`src/hdl/mst_pkg.sv`:
```
// Shared types and constants for the motor speed telemetry sanitiser.
`default_nettype none
package mst_pkg;
	localparam int unsigned TAPS = 5;
	localparam int unsigned FILL_W = $clog2(TAPS + 1);
	localparam logic [10:0] NEUTRAL_CMD = 11'd1048;
	localparam logic [10:0] REVERSE_MIN_CMD = 11'd48;
	localparam logic [9:0] DRIVEN_STEPS = 10'd50;
	localparam logic [15:0] MV_LOW = 16'd5000;
	localparam logic [15:0] MV_HIGH = 16'd10000;
	localparam logic [20:0] CEIL_DIV = 21'd1998000;

	localparam logic [2:0] REG_KV = 3'd0;
	localparam logic [2:0] REG_PP = 3'd1;
	localparam logic [2:0] REG_EMAX = 3'd2;
	localparam logic [2:0] REG_GMIN = 3'd3;
	localparam logic [2:0] REG_ESCUP = 3'd4;
	localparam logic [2:0] REG_ESCDN = 3'd5;
	localparam logic [2:0] REG_STALE = 3'd6;

	// Datapath commands issued by the controller.
	typedef struct packed {
		logic load;      // capture the incoming beat
		logic mul_a;     // steps * mv
		logic mul_b;     // * kv
		logic mul_c;     // * pole pairs * 3, lhs product
		logic med;       // register ring median
		logic commit;    // update state and result
	} mst_cmd_t;
endpackage
`default_nettype wire

```
`src/hdl/mst_ctrl.sv`:
```
// Controller sequencing the datapath over one beat.
`default_nettype none
module mst_ctrl (
	input  wire logic clk,
	input  wire logic arst_n,
	input  wire logic in_fire,
	input  wire logic out_busy,
	output logic in_ready,
	output mst_pkg::mst_cmd_t cmd
);
	import mst_pkg::*;

	typedef enum logic [6:0] {
		S_IDLE = 7'b0000001,
		S_MA   = 7'b0000010,
		S_MB   = 7'b0000100,
		S_MC   = 7'b0001000,
		S_MED  = 7'b0010000,
		S_WAIT = 7'b0100000,
		S_DONE = 7'b1000000
	} state_t;

	state_t state_q, state_d;

	// Next-state logic.
	always_comb begin
		state_d = state_q;
		unique case (state_q)
			S_IDLE: if (in_fire) state_d = S_MA;
			S_MA:   state_d = S_MB;
			S_MB:   state_d = S_MC;
			S_MC:   state_d = S_MED;
			S_MED:  state_d = S_WAIT;
			S_WAIT: if (!out_busy) state_d = S_DONE;
			S_DONE: state_d = S_IDLE;
			default: state_d = S_IDLE;
		endcase
	end

	always_ff @(posedge clk or negedge arst_n) begin
		if (!arst_n) state_q <= S_IDLE;
		else state_q <= state_d;
	end

	assign in_ready = (state_q == S_IDLE);
	assign cmd.load = in_fire;
	assign cmd.mul_a = (state_q == S_MA);
	assign cmd.mul_b = (state_q == S_MB);
	assign cmd.mul_c = (state_q == S_MC);
	assign cmd.med = (state_q == S_MED);
	assign cmd.commit = (state_q == S_DONE);

	a_load_idle: assert property (@(posedge clk) disable iff (!arst_n)
		in_fire |-> state_q == S_IDLE) else $error("beat taken while busy");
	a_seq: assert property (@(posedge clk) disable iff (!arst_n)
		state_q == S_MA |=> state_q == S_MB) else $error("sequence broken");
	a_commit: assert property (@(posedge clk) disable iff (!arst_n)
		state_q == S_DONE |-> $past(!out_busy)) else $error("commit while output full");
endmodule
`default_nettype wire

```
`src/hdl/mst_dp.sv`:
```
// Datapath: ceiling product, ring, median, gates and held result.
`default_nettype none
module mst_dp (
	input  wire logic clk,
	input  wire logic arst_n,
	input  wire mst_pkg::mst_cmd_t cmd,
	input  wire logic telem_ok,
	input  wire logic [19:0] erpm_raw,
	input  wire logic [10:0] throttle_cmd,
	input  wire logic [15:0] battery_mv,
	input  wire logic [11:0] motor_kv,
	input  wire logic [4:0] pole_pairs,
	input  wire logic [15:0] speed_cap,
	input  wire logic [15:0] gate_floor,
	input  wire logic [5:0] escape_up,
	input  wire logic [5:0] escape_down,
	input  wire logic [5:0] stale_ticks,
	output logic res_valid,
	output logic [15:0] res_value
);
	import mst_pkg::*;

	logic ok_q;
	logic [19:0] raw_q;
	logic [10:0] cmd_q;
	logic [15:0] mv_q;
	logic [25:0] pa_q;   // steps * mv
	logic [37:0] pb_q;   // * kv
	logic [44:0] rhs_q;  // * pp * 3
	logic [40:0] lhs_q;  // raw * 1998000
	logic [15:0] med_q;
	logic [15:0] ring_q [TAPS];
	logic [FILL_W-1:0] fill_q;
	logic [5:0] rej_q, und_q;
	logic up_q;
	logic [9:0] steps_q;
	logic [15:0] pmv_q;
	logic hv_q;
	logic [15:0] hval_q;
	logic fill_fix_q;

	// Capture inputs of one beat.
	always_ff @(posedge clk) begin
		if (cmd.load) begin
			ok_q <= telem_ok;
			raw_q <= erpm_raw;
			cmd_q <= throttle_cmd;
			mv_q <= battery_mv;
		end
	end

	// Ceiling product, computed in the mul_a, mul_b and mul_c steps.
	always_ff @(posedge clk) begin
		if (cmd.mul_a) pa_q <= 26'(steps_q) * 26'(pmv_q);
		if (cmd.mul_b) pb_q <= 38'(pa_q) * 38'(motor_kv);
		if (cmd.mul_c) begin
			rhs_q <= 45'(pb_q) * 45'(7'(pole_pairs) * 7'd3);
			lhs_q <= 41'(raw_q) * 41'(CEIL_DIV);
		end
	end

	// Median of the newest fill_q samples by rank counting.
	logic [15:0] med_d;
	always_comb begin
		logic [FILL_W-1:0] lt, le;
		logic [FILL_W-1:0] k;
		med_d = '0;
		k = fill_q >> 1;
		for (int i = 0; i < TAPS; i++) begin
			lt = '0; le = '0;
			for (int j = 0; j < TAPS; j++) begin
				if (j < int'(fill_q)) begin
					if (ring_q[j] < ring_q[i] || (ring_q[j] == ring_q[i] && j < i))
						lt = lt + FILL_W'(1);
				end
			end
			le = lt;
			if (i < int'(fill_q) && le == k) med_d = ring_q[i];
		end
	end

	always_ff @(posedge clk) if (cmd.med) med_q <= med_d;

	// Decision logic.
	logic in_ceil, active, outlier, up, rej_hit;
	logic [5:0] run_n, lim;
	logic [9:0] steps_n;
	always_comb begin
		in_ceil = (raw_q <= 20'(speed_cap)) &&
			((pmv_q < MV_LOW || pmv_q > MV_HIGH) || (46'(lhs_q) <= 46'(rhs_q)));
		active = (fill_q != '0) && (med_q > gate_floor);
		outlier = active && ((21'(raw_q) << 1) < 21'(med_q) ||
			(24'(raw_q) * 24'd10) > (24'(med_q) * 24'd17));
		up = raw_q > 20'(med_q);
		lim = up ? escape_up : escape_down;
		if (rej_q == '0 || up != up_q) run_n = 6'd1;
		else run_n = rej_q + 6'd1;
		rej_hit = !(run_n < lim);
		if (cmd_q > NEUTRAL_CMD) steps_n = 10'(cmd_q - NEUTRAL_CMD);
		else if (cmd_q >= REVERSE_MIN_CMD && cmd_q < NEUTRAL_CMD)
			steps_n = 10'(cmd_q - REVERSE_MIN_CMD);
		else steps_n = '0;
	end

	// State update on commit.
	always_ff @(posedge clk or negedge arst_n) begin
		if (!arst_n) begin
			for (int i = 0; i < TAPS; i++) ring_q[i] <= '0;
			fill_q <= '0; rej_q <= '0; up_q <= 1'b0; und_q <= '0;
			steps_q <= '0; pmv_q <= '0; hv_q <= 1'b0; hval_q <= '0;
		end else if (cmd.commit) begin
			steps_q <= steps_n;
			pmv_q <= mv_q;
			if (steps_q < DRIVEN_STEPS) begin
				rej_q <= '0;
				if (und_q < stale_ticks) und_q <= und_q + 6'd1;
				else fill_q <= '0;
				hv_q <= 1'b0; hval_q <= '0;
			end else if (ok_q) begin
				und_q <= '0;
				if (!in_ceil) begin
					hv_q <= (fill_q != '0);
					hval_q <= (fill_q != '0) ? med_q : '0;
				end else if (outlier) begin
					hv_q <= 1'b1;
					up_q <= up;
					if (!rej_hit) begin
						rej_q <= run_n; hval_q <= med_q;
					end else begin
						for (int i = 0; i < TAPS; i++) ring_q[i] <= raw_q[15:0];
						fill_q <= FILL_W'(TAPS); rej_q <= '0; hval_q <= raw_q[15:0];
					end
				end else begin
					rej_q <= '0;
					for (int i = TAPS - 1; i > 0; i--) ring_q[i] <= ring_q[i-1];
					ring_q[0] <= raw_q[15:0];
					if (fill_q < FILL_W'(TAPS)) fill_q <= fill_q + FILL_W'(1);
					hv_q <= 1'b1; hval_q <= 16'hFFFF; // replaced below
				end
			end
		end else if (fill_fix_q) begin
			hval_q <= med_d;
		end
	end

	// Plain sample path: the median of the updated ring is taken in the cycle after the commit.
	always_ff @(posedge clk or negedge arst_n) begin
		if (!arst_n) fill_fix_q <= 1'b0;
		else fill_fix_q <= cmd.commit && !(steps_q < DRIVEN_STEPS) && ok_q && in_ceil
			&& !outlier;
	end

	assign res_valid = hv_q;
	assign res_value = hval_q;

	a_fill: assert property (@(posedge clk) disable iff (!arst_n)
		fill_q <= FILL_W'(TAPS)) else $error("fill count overrun");
	a_inval: assert property (@(posedge clk) disable iff (!arst_n)
		!hv_q |-> hval_q == '0) else $error("invalid result carries value");
	a_fix: assert property (@(posedge clk) disable iff (!arst_n)
		fill_fix_q |-> fill_q != '0) else $error("median of empty ring");
endmodule
`default_nettype wire

```
`src/hdl/motor_speed_telemetry_sanitiser.sv`:
```
// Top level of the motor speed telemetry sanitiser.
// One input beat (one control tick) passes from acceptance to the result being offered through
// the ceiling multiplier chain, a registered median, the commit, the median refresh of the
// updated ring and the load of the output register. The next beat is taken from the cycle
// after the commit, so the block takes no new beat before it has committed the last one;
// while an earlier result still waits in the output register the controller holds before
// its commit, so a slow receiver stretches each beat by its stall.
`default_nettype none
module motor_speed_telemetry_sanitiser (
	input  wire logic clk,
	input  wire logic arst_n,
	input  wire logic s_axis_tvalid,
	output logic s_axis_tready,
	input  wire logic [47:0] s_axis_tdata, // telem_ok, erpm_raw, throttle_cmd, battery_mv
	output logic m_axis_tvalid,
	input  wire logic m_axis_tready,
	output logic [23:0] m_axis_tdata, // erpm_valid, erpm_value
	input  wire logic cfg_we,
	input  wire logic [2:0] cfg_index,
	input  wire logic [15:0] cfg_wdata
);
	import mst_pkg::*;

	logic [11:0] kv_q;
	logic [4:0] pp_q;
	logic [15:0] emax_q, gmin_q;
	logic [5:0] eup_q, edn_q, stale_q;

	// Configuration registers.
	always_ff @(posedge clk or negedge arst_n) begin
		if (!arst_n) begin
			kv_q <= 12'd1100; pp_q <= 5'd7; emax_q <= 16'd65000; gmin_q <= 16'd3000;
			eup_q <= 6'd6; edn_q <= 6'd50; stale_q <= 6'd50;
		end else if (cfg_we) begin
			unique case (cfg_index)
				REG_KV:    kv_q <= cfg_wdata[11:0];
				REG_PP:    pp_q <= cfg_wdata[4:0];
				REG_EMAX:  emax_q <= cfg_wdata;
				REG_GMIN:  gmin_q <= cfg_wdata;
				REG_ESCUP: eup_q <= cfg_wdata[5:0];
				REG_ESCDN: edn_q <= cfg_wdata[5:0];
				REG_STALE: stale_q <= cfg_wdata[5:0];
				default: ;
			endcase
		end
	end

	mst_cmd_t cmd;
	logic in_fire, rv, pend_q, ov_q;
	logic [15:0] rval;
	logic [16:0] od_q;
	assign in_fire = s_axis_tvalid && s_axis_tready;

	mst_ctrl u_ctrl (.clk, .arst_n, .in_fire, .out_busy(ov_q && !m_axis_tready),
		.in_ready(s_axis_tready), .cmd);

	mst_dp u_dp (.clk, .arst_n, .cmd,
		.telem_ok(s_axis_tdata[0]), .erpm_raw(s_axis_tdata[20:1]),
		.throttle_cmd(s_axis_tdata[31:21]), .battery_mv(s_axis_tdata[47:32]),
		.motor_kv(kv_q), .pole_pairs(pp_q), .speed_cap(emax_q), .gate_floor(gmin_q),
		.escape_up(eup_q), .escape_down(edn_q), .stale_ticks(stale_q),
		.res_valid(rv), .res_value(rval));

	// Output register, loaded through pend_q and pend2_q after commit once the median refresh is done.
	logic pend2_q;
	always_ff @(posedge clk or negedge arst_n) begin
		if (!arst_n) begin
			pend_q <= 1'b0; pend2_q <= 1'b0; ov_q <= 1'b0; od_q <= '0;
		end else begin
			pend_q <= cmd.commit;
			pend2_q <= pend_q;
			if (pend2_q) begin
				ov_q <= 1'b1;
				od_q <= {rval, rv};
			end else if (m_axis_tready) ov_q <= 1'b0;
		end
	end

	assign m_axis_tvalid = ov_q;
	assign m_axis_tdata = {7'd0, od_q};
endmodule
`default_nettype wire

```
`config.mk`:
```
export PLATFORM = sky130hd
export DESIGN_NAME = motor_speed_telemetry_sanitiser
export DESIGN_NICKNAME = d
export VERILOG_FILES = /design/src/hdl/mst_pkg.sv /design/src/hdl/mst_ctrl.sv /design/src/hdl/mst_dp.sv /design/src/hdl/motor_speed_telemetry_sanitiser.sv
export SDC_FILE = /design/constraint.sdc
export NUM_CORES = 2
export LEC_CHECK = 0
export BUFFER_PORTS_ARGS = -buffer_cell sky130_fd_sc_hd__buf_2
export CAP_MARGIN = 20
export CELL_PAD_IN_SITES_DETAIL_PLACEMENT = 1
export CELL_PAD_IN_SITES_GLOBAL_PLACEMENT = 2
export CORE_MARGIN = 1.5
export CORE_UTILIZATION = 46
export DETAILED_ROUTE_END_ITERATION = 10
export GPL_ROUTABILITY_DRIVEN = 1
export PLACE_DENSITY = 0.95
export SYNTH_ARGS = -nofsm -noshare
export SYNTH_HDL_FRONTEND = slang
export SYNTH_SLANG_ARGS = --single-unit
```
`constraint.sdc`:
```
create_clock -name clk -period 12.8 [get_ports clk]
set_clock_uncertainty 0.15 [all_clocks]
set_input_delay 1.92 -clock clk [delete_from_list [all_inputs] [get_ports clk]]
set_output_delay 1.92 -clock clk [all_outputs]
set_load 0.005 [all_outputs]
```
# After elaboration in Yosys (flattened, before gate mapping)
# Index checks and enable logic that the tools add are counted.
# op_classes
magnitude_cmp	45
n_eq_ne	36
n_addsub	25
n_mul	7
bitwise	1
mux	92
reduce_logical	55
# ops
cell	count
16-bit less-than comparator	25
16-bit two-way mux	13
16-bit equality test	10
80-bit two-way mux	2
3-bit two-way mux	50
6-bit two-way mux	10
3-bit by 1-bit adder with 3-bit output (second input constant)	19
41-bit by 45-bit less-or-equal comparator with 1-bit output	1
38-bit by 7-bit multiplier with 45-bit output	1
7-bit one-hot mux with 6 select lines	1
26-bit by 12-bit multiplier with 38-bit output	1
20-bit by 17-bit multiplier with 37-bit output (second input constant)	1
10-bit by 16-bit multiplier with 26-bit output	1
24-bit by 21-bit > comparator with 1-bit output	1
20-bit by 3-bit multiplier with 23-bit output (second input constant)	1
21-bit by 16-bit less-than comparator with 1-bit output	1
16-bit by 5-bit multiplier with 21-bit output (second input constant)	1
20-bit by 16-bit > comparator with 1-bit output	1
20-bit by 16-bit less-or-equal comparator with 1-bit output	1
10-bit two-way mux	2
2-bit AND reduction	10
16-bit by 14-bit > comparator with 1-bit output (second input constant)	1
16-bit > comparator	1
16-bit by 13-bit less-than comparator with 1-bit output (second input constant)	1
other kinds (43)	105
# totals
elab_cells	296
regBits	444
input_bits	72
out_inout_bits	26

# Depth between registers and ports, before layout
# logic_depth
word_depth	24
ltp_mapped	31
mapped_depth_nobuf	29

# By module
# A second synthesis with hierarchy kept.
# hier_totals
cells_unflattened	5902
area_unflattened_um2	56678.1
# modules_own_cells
mod	cells_per_inst	instances	area_each_um2	seq_area_each_um2
mst_dp	5667	1	52912.0	9809.4
motor_speed_telemetry_sanitiser	198	1	3387.0	2218.4
mst_ctrl	37	1	379.1	176.4

# Worst setup path after synthesis
# No wires, ideal clock.
# synth_path
path_kind	register to register
from	register u_ctrl.state_q[4]
to	register u_dp.lhs_q[10] (enable)
slack_ns	5.100
synth_period_minus_slack_ns	7.700
setup_ns	0.643
n_path_buf	0
arrival_ns	6.907
t_required_ns	12.007
path_stages_with_launch	4
path_cell_list	dfrtp_1 nor3_1 nand2_1 nor3b_1
# synth_via
elab_chain_len	1
# synth_rtl
item	line	text
start: declaration	mst_ctrl.sv:23	state_t state_q, state_d;
start signal: assignment	mst_ctrl.sv:42	else state_q <= state_d;
7-bit by 4-bit equality test with 1-bit output	mst_ctrl.sv:49	assign cmd.mul_c = (state_q == S_MC);
end signal: assignment	mst_dp.sv:58	lhs_q <= 41'(raw_q) * 41'(CEIL_DIV);
end: declaration	mst_dp.sv:30	logic [40:0] lhs_q;
# Every way passes these cells.
# A chain may end at the register's enable or synchronous reset.

# Final worst setup path
# layout_path
from	register pp_q[0]
to	register u_dp.rhs_q[38], data pin
# layout_via
elab_chain_len	2
# layout_rtl
item	line	text
start: declaration	motor_speed_telemetry_sanitiser.sv:25	logic [4:0] pp_q;
start signal: assignment	motor_speed_telemetry_sanitiser.sv:37	REG_PP: pp_q <= cfg_wdata[4:0];
5-bit by 2-bit multiplier with 7-bit output	mst_dp.sv:57	rhs_q <= 45'(pb_q) * 45'(7'(pole_pairs) * 7'd3);
38-bit by 7-bit multiplier with 45-bit output	mst_dp.sv:57	
end signal: assignment	mst_dp.sv:57	
end: declaration	mst_dp.sv:29	logic [44:0] rhs_q;
# Every way passes these cells.

==> results.sh <==
export IMPL_slew_viol_final=0
export IMPL_outcome="finished, final reports clean"
export IMPL_gp_congestion=0.9249
export IMPL_setup_viol=0
export IMPL_synthFlopType="edfxtp_1"
export IMPL_cts_clk_slew_worst_paths_ns=0.06
export IMPL_dp_hpwl_mm=136.2
export IMPL_crit_fanout=40
export IMPL_crit_arrival_ns=9.27
export IMPL_ys_warn_count=0
export IMPL_routedWlPerCell_um=22.51
export IMPL_max_freq_ghz=0.1109
export IMPL_cts_tree="built"
export IMPL_drive_gt1_frac=0.06379
export IMPL_maxCapViolations=0
export IMPL_grt_pass1_vias=48620
export IMPL_yosysTopAreaCellShare=0.2426
export IMPL_overflow=0
export IMPL_port_buffers=90
export IMPL_grt_max_degree=149
export IMPL_drc=0
export IMPL_yosys_area_top_type="fa_1"
export IMPL_min_path_type="flop to flop"
export IMPL_firstDrtPassIters=5
export IMPL_area_growth_pct=6.935
export IMPL_ios=98
export IMPL_rows=128
export IMPL_crit_path_start_kind="flop"
export IMPL_htreeDepth=2
export IMPL_dp_cells=7497
export IMPL_ant_nets=0
export IMPL_synthCells=5944
export IMPL_dr_first_iter_drc_count=2808
export IMPL_grt_pass1_wl_mm=274.2
export IMPL_nFillCells=13910
export IMPL_worst_pin_slew_ns=1.159
export IMPL_clock_sinks=444
export IMPL_die_h_um=353.0
export IMPL_wirelength_mm=171.1
export IMPL_rsz0062_at_grt="false"
export IMPL_synth_avg_cell_area_um2=9.483
export IMPL_synth_seq_cells=444
export IMPL_ctsHoldBuffers=0
export IMPL_period_needed_ns=9.018
export IMPL_cts_resized=0
export IMPL_multi_input_area_um2=39620
export IMPL_synth_edf_count=210
export IMPL_vias=43540
export IMPL_worst_setup_path_type="flop to flop"
export IMPL_cts_setup_buffers=0
export IMPL_period_share=0.7045
export IMPL_gr_usage_all_layers=0.2785
export IMPL_synth_commonest_cells="inv_1, ha_1, nand2_1"
export IMPL_final_nets=7401
export IMPL_synth_cell_types=84
export IMPL_die_width_um=353.0
export IMPL_clk_latency_ns=0.67
export IMPL_cts_made_buffers=54
export IMPL_critPathCaptureType="flop"
export IMPL_seq_area_um2=12200
export IMPL_synth_seq_area_share=0.2165
export IMPL_hold_viol=0
export IMPL_async_flop_share=0.5270
export IMPL_core_area_um2=121700
export IMPL_start_util=0.4631
export IMPL_cp_required_ns=13.05
export IMPL_cts_root_buf="clkbuf_16"
export IMPL_antenna_found_initial=13
export IMPL_slew_headroom=0.2076
export IMPL_avgViaCountPerCell=5.727
export IMPL_finalSetupTns_ns=0
export IMPL_yosys_top_cells_area="fa_1, ha_1, edfxtp_1, dfrtp_1, inv_1"
export IMPL_yosysMostFrequentCell="inv_1"
export IMPL_clk_path_buf_depth=3
export IMPL_layoutNonFillerInstCount=7602
export IMPL_syn_area_um2=56360
export IMPL_design_die_area_um2=124600
-- sequential cells by signal (all words and copies together), names as in the netlist, 7 cells and up --
register and flops:
u_dp.raw_q 20, u_dp.cmd_q 11, u_dp.pb_q 38, kv_q 12, u_dp.lhs_q 37, u_dp.rhs_q 45, u_dp.steps_q 10, emax_q 16
u_dp.res_value 16, u_dp.med_q 16, u_dp.pmv_q 16, od_q 17, gmin_q 16, u_ctrl.state_q 7, u_dp.pa_q 26, u_dp.mv_q 16
u_dp.ring_q 80
-- placed cells by master, fill, tap and decap left out, drive strengths merged, types with 24 or more instances in the layout --
master / count
a211oi: 103
a21o: 90
a21oi: 299
and2: 296
and3: 24
buf: 134
clkbuf: 62
dfrtp: 200
dfstp: 34
edfxtp: 210
fa: 683
ha: 715
inv: 1017
mux2: 74
nand2: 696
nand2b: 61
nand3: 71
nand4: 77
nor2: 171
nor2b: 53
nor3: 64
nor4: 25
o211ai: 50
o21a: 56
o21ai: 190
o21bai: 29
xnor2: 123
xor2: 46
-- per-layer routing --
layer	share of wire	GRT usage	vias up
met5	0.00035	0	-
met4	0.031	0.08970	8
met3	0.055	0.03711	299
met2	0.48	0.4723	1128
met1	0.43	0.3685	22430
li1	-	-	19670
-- cells by family (layout without fill, tap and decap cells) --
kind of cell	count (synthesis)	count (layout)	share of synthesized area
xor gates and xnor gates	169	169	0.02626
buffers and inverters	1221	1244	0.08247
DFF	444	444	0.2165
AOI/OAI and AO/OA	1008	1008	0.1164
other	1	11	0.00006653
adders and majority gates	1398	1398	0.4013
muxes	86	86	0.01692
and+or+nand+nor	1617	1617	0.1401
-- final timing paths --
kind	cells past startpoint	startpoint	to	slack (ns)
worst max-delay path	27	pp_q[0]$_DFFE_PN1P_	u_dp.rhs_q[38]$_DFFE_PP_	3.78
worst min-delay path	0	pend_q$_DFF_PN0_	pend2_q$_DFF_PN0_	0.20
worst max register to register	27	pp_q[0]$_DFFE_PN1P_	u_dp.rhs_q[38]$_DFFE_PP_	3.78
worst min register to register	0	pend_q$_DFF_PN0_	pend2_q$_DFF_PN0_	0.20
max in group asynchronous	2	arst_n	gmin_q[12]$_DFFE_PN0P_	9.91
min in group asynchronous	1	arst_n	u_dp.steps_q[0]$_DFFE_PN0P_	1.10
-- final cells by class --
type | count | area share
flip-flops and latches | 444 | 0.2025
clock buffers | 62 | 0.02342
inverters | 1012 | 0.06302
well taps | 1625 | 0.03373
diodes | 4 | 0.0001661
clock inverters | 36 | 0.005418
multi-input cells | 4285 | 0.6573
repair buffers | 134 | 0.01445
-- metrics by stage --
stage | setup WS [ns] | utilization | cell area (um^2) | hold WS (ns)
after floorplan | 5.100 | - | 56390 | 0.1812
after global placement | 4.062 | 0.4800 | 58430 | 0.1848
after detailed placement | 3.788 | 0.4803 | 58450 | 0.1895
after CTS | 3.771 | 0.4945 | 60190 | 0.2035
after global routing | 3.298 | 0.4952 | 60270 | 0.2059
final | 3.782 | 0.4952 | 60270 | 0.1990
-- critical path: stages (launching register included) --
cell and delay, ns:
dfstp_2 1.01, ha_1 0.30, inv_1 0.07, fa_1 0.43, inv_1 0.08, a21oi_1 0.06, nor2_1 0.09, nor2_1 0.09
xnor2_4 0.81, and2_1 0.26, fa_1 0.45, fa_1 0.52, fa_1 0.54, inv_1 0.05, fa_1 0.54, inv_1 0.05
ha_1 0.34, o21a_1 0.21, nor2_1 0.14, nor2b_1 0.08, a21oi_1 0.25, o211a_1 0.27, a21oi_1 0.11, a211o_1 0.38
a2111oi_0 0.88, o21ai_0 0.28, a21oi_1 0.23, xnor2_1 0.08
Power is left out: the tool's default activity adds up to more than one toggle a clock period on the data nets, which glitch-free logic cannot reach.
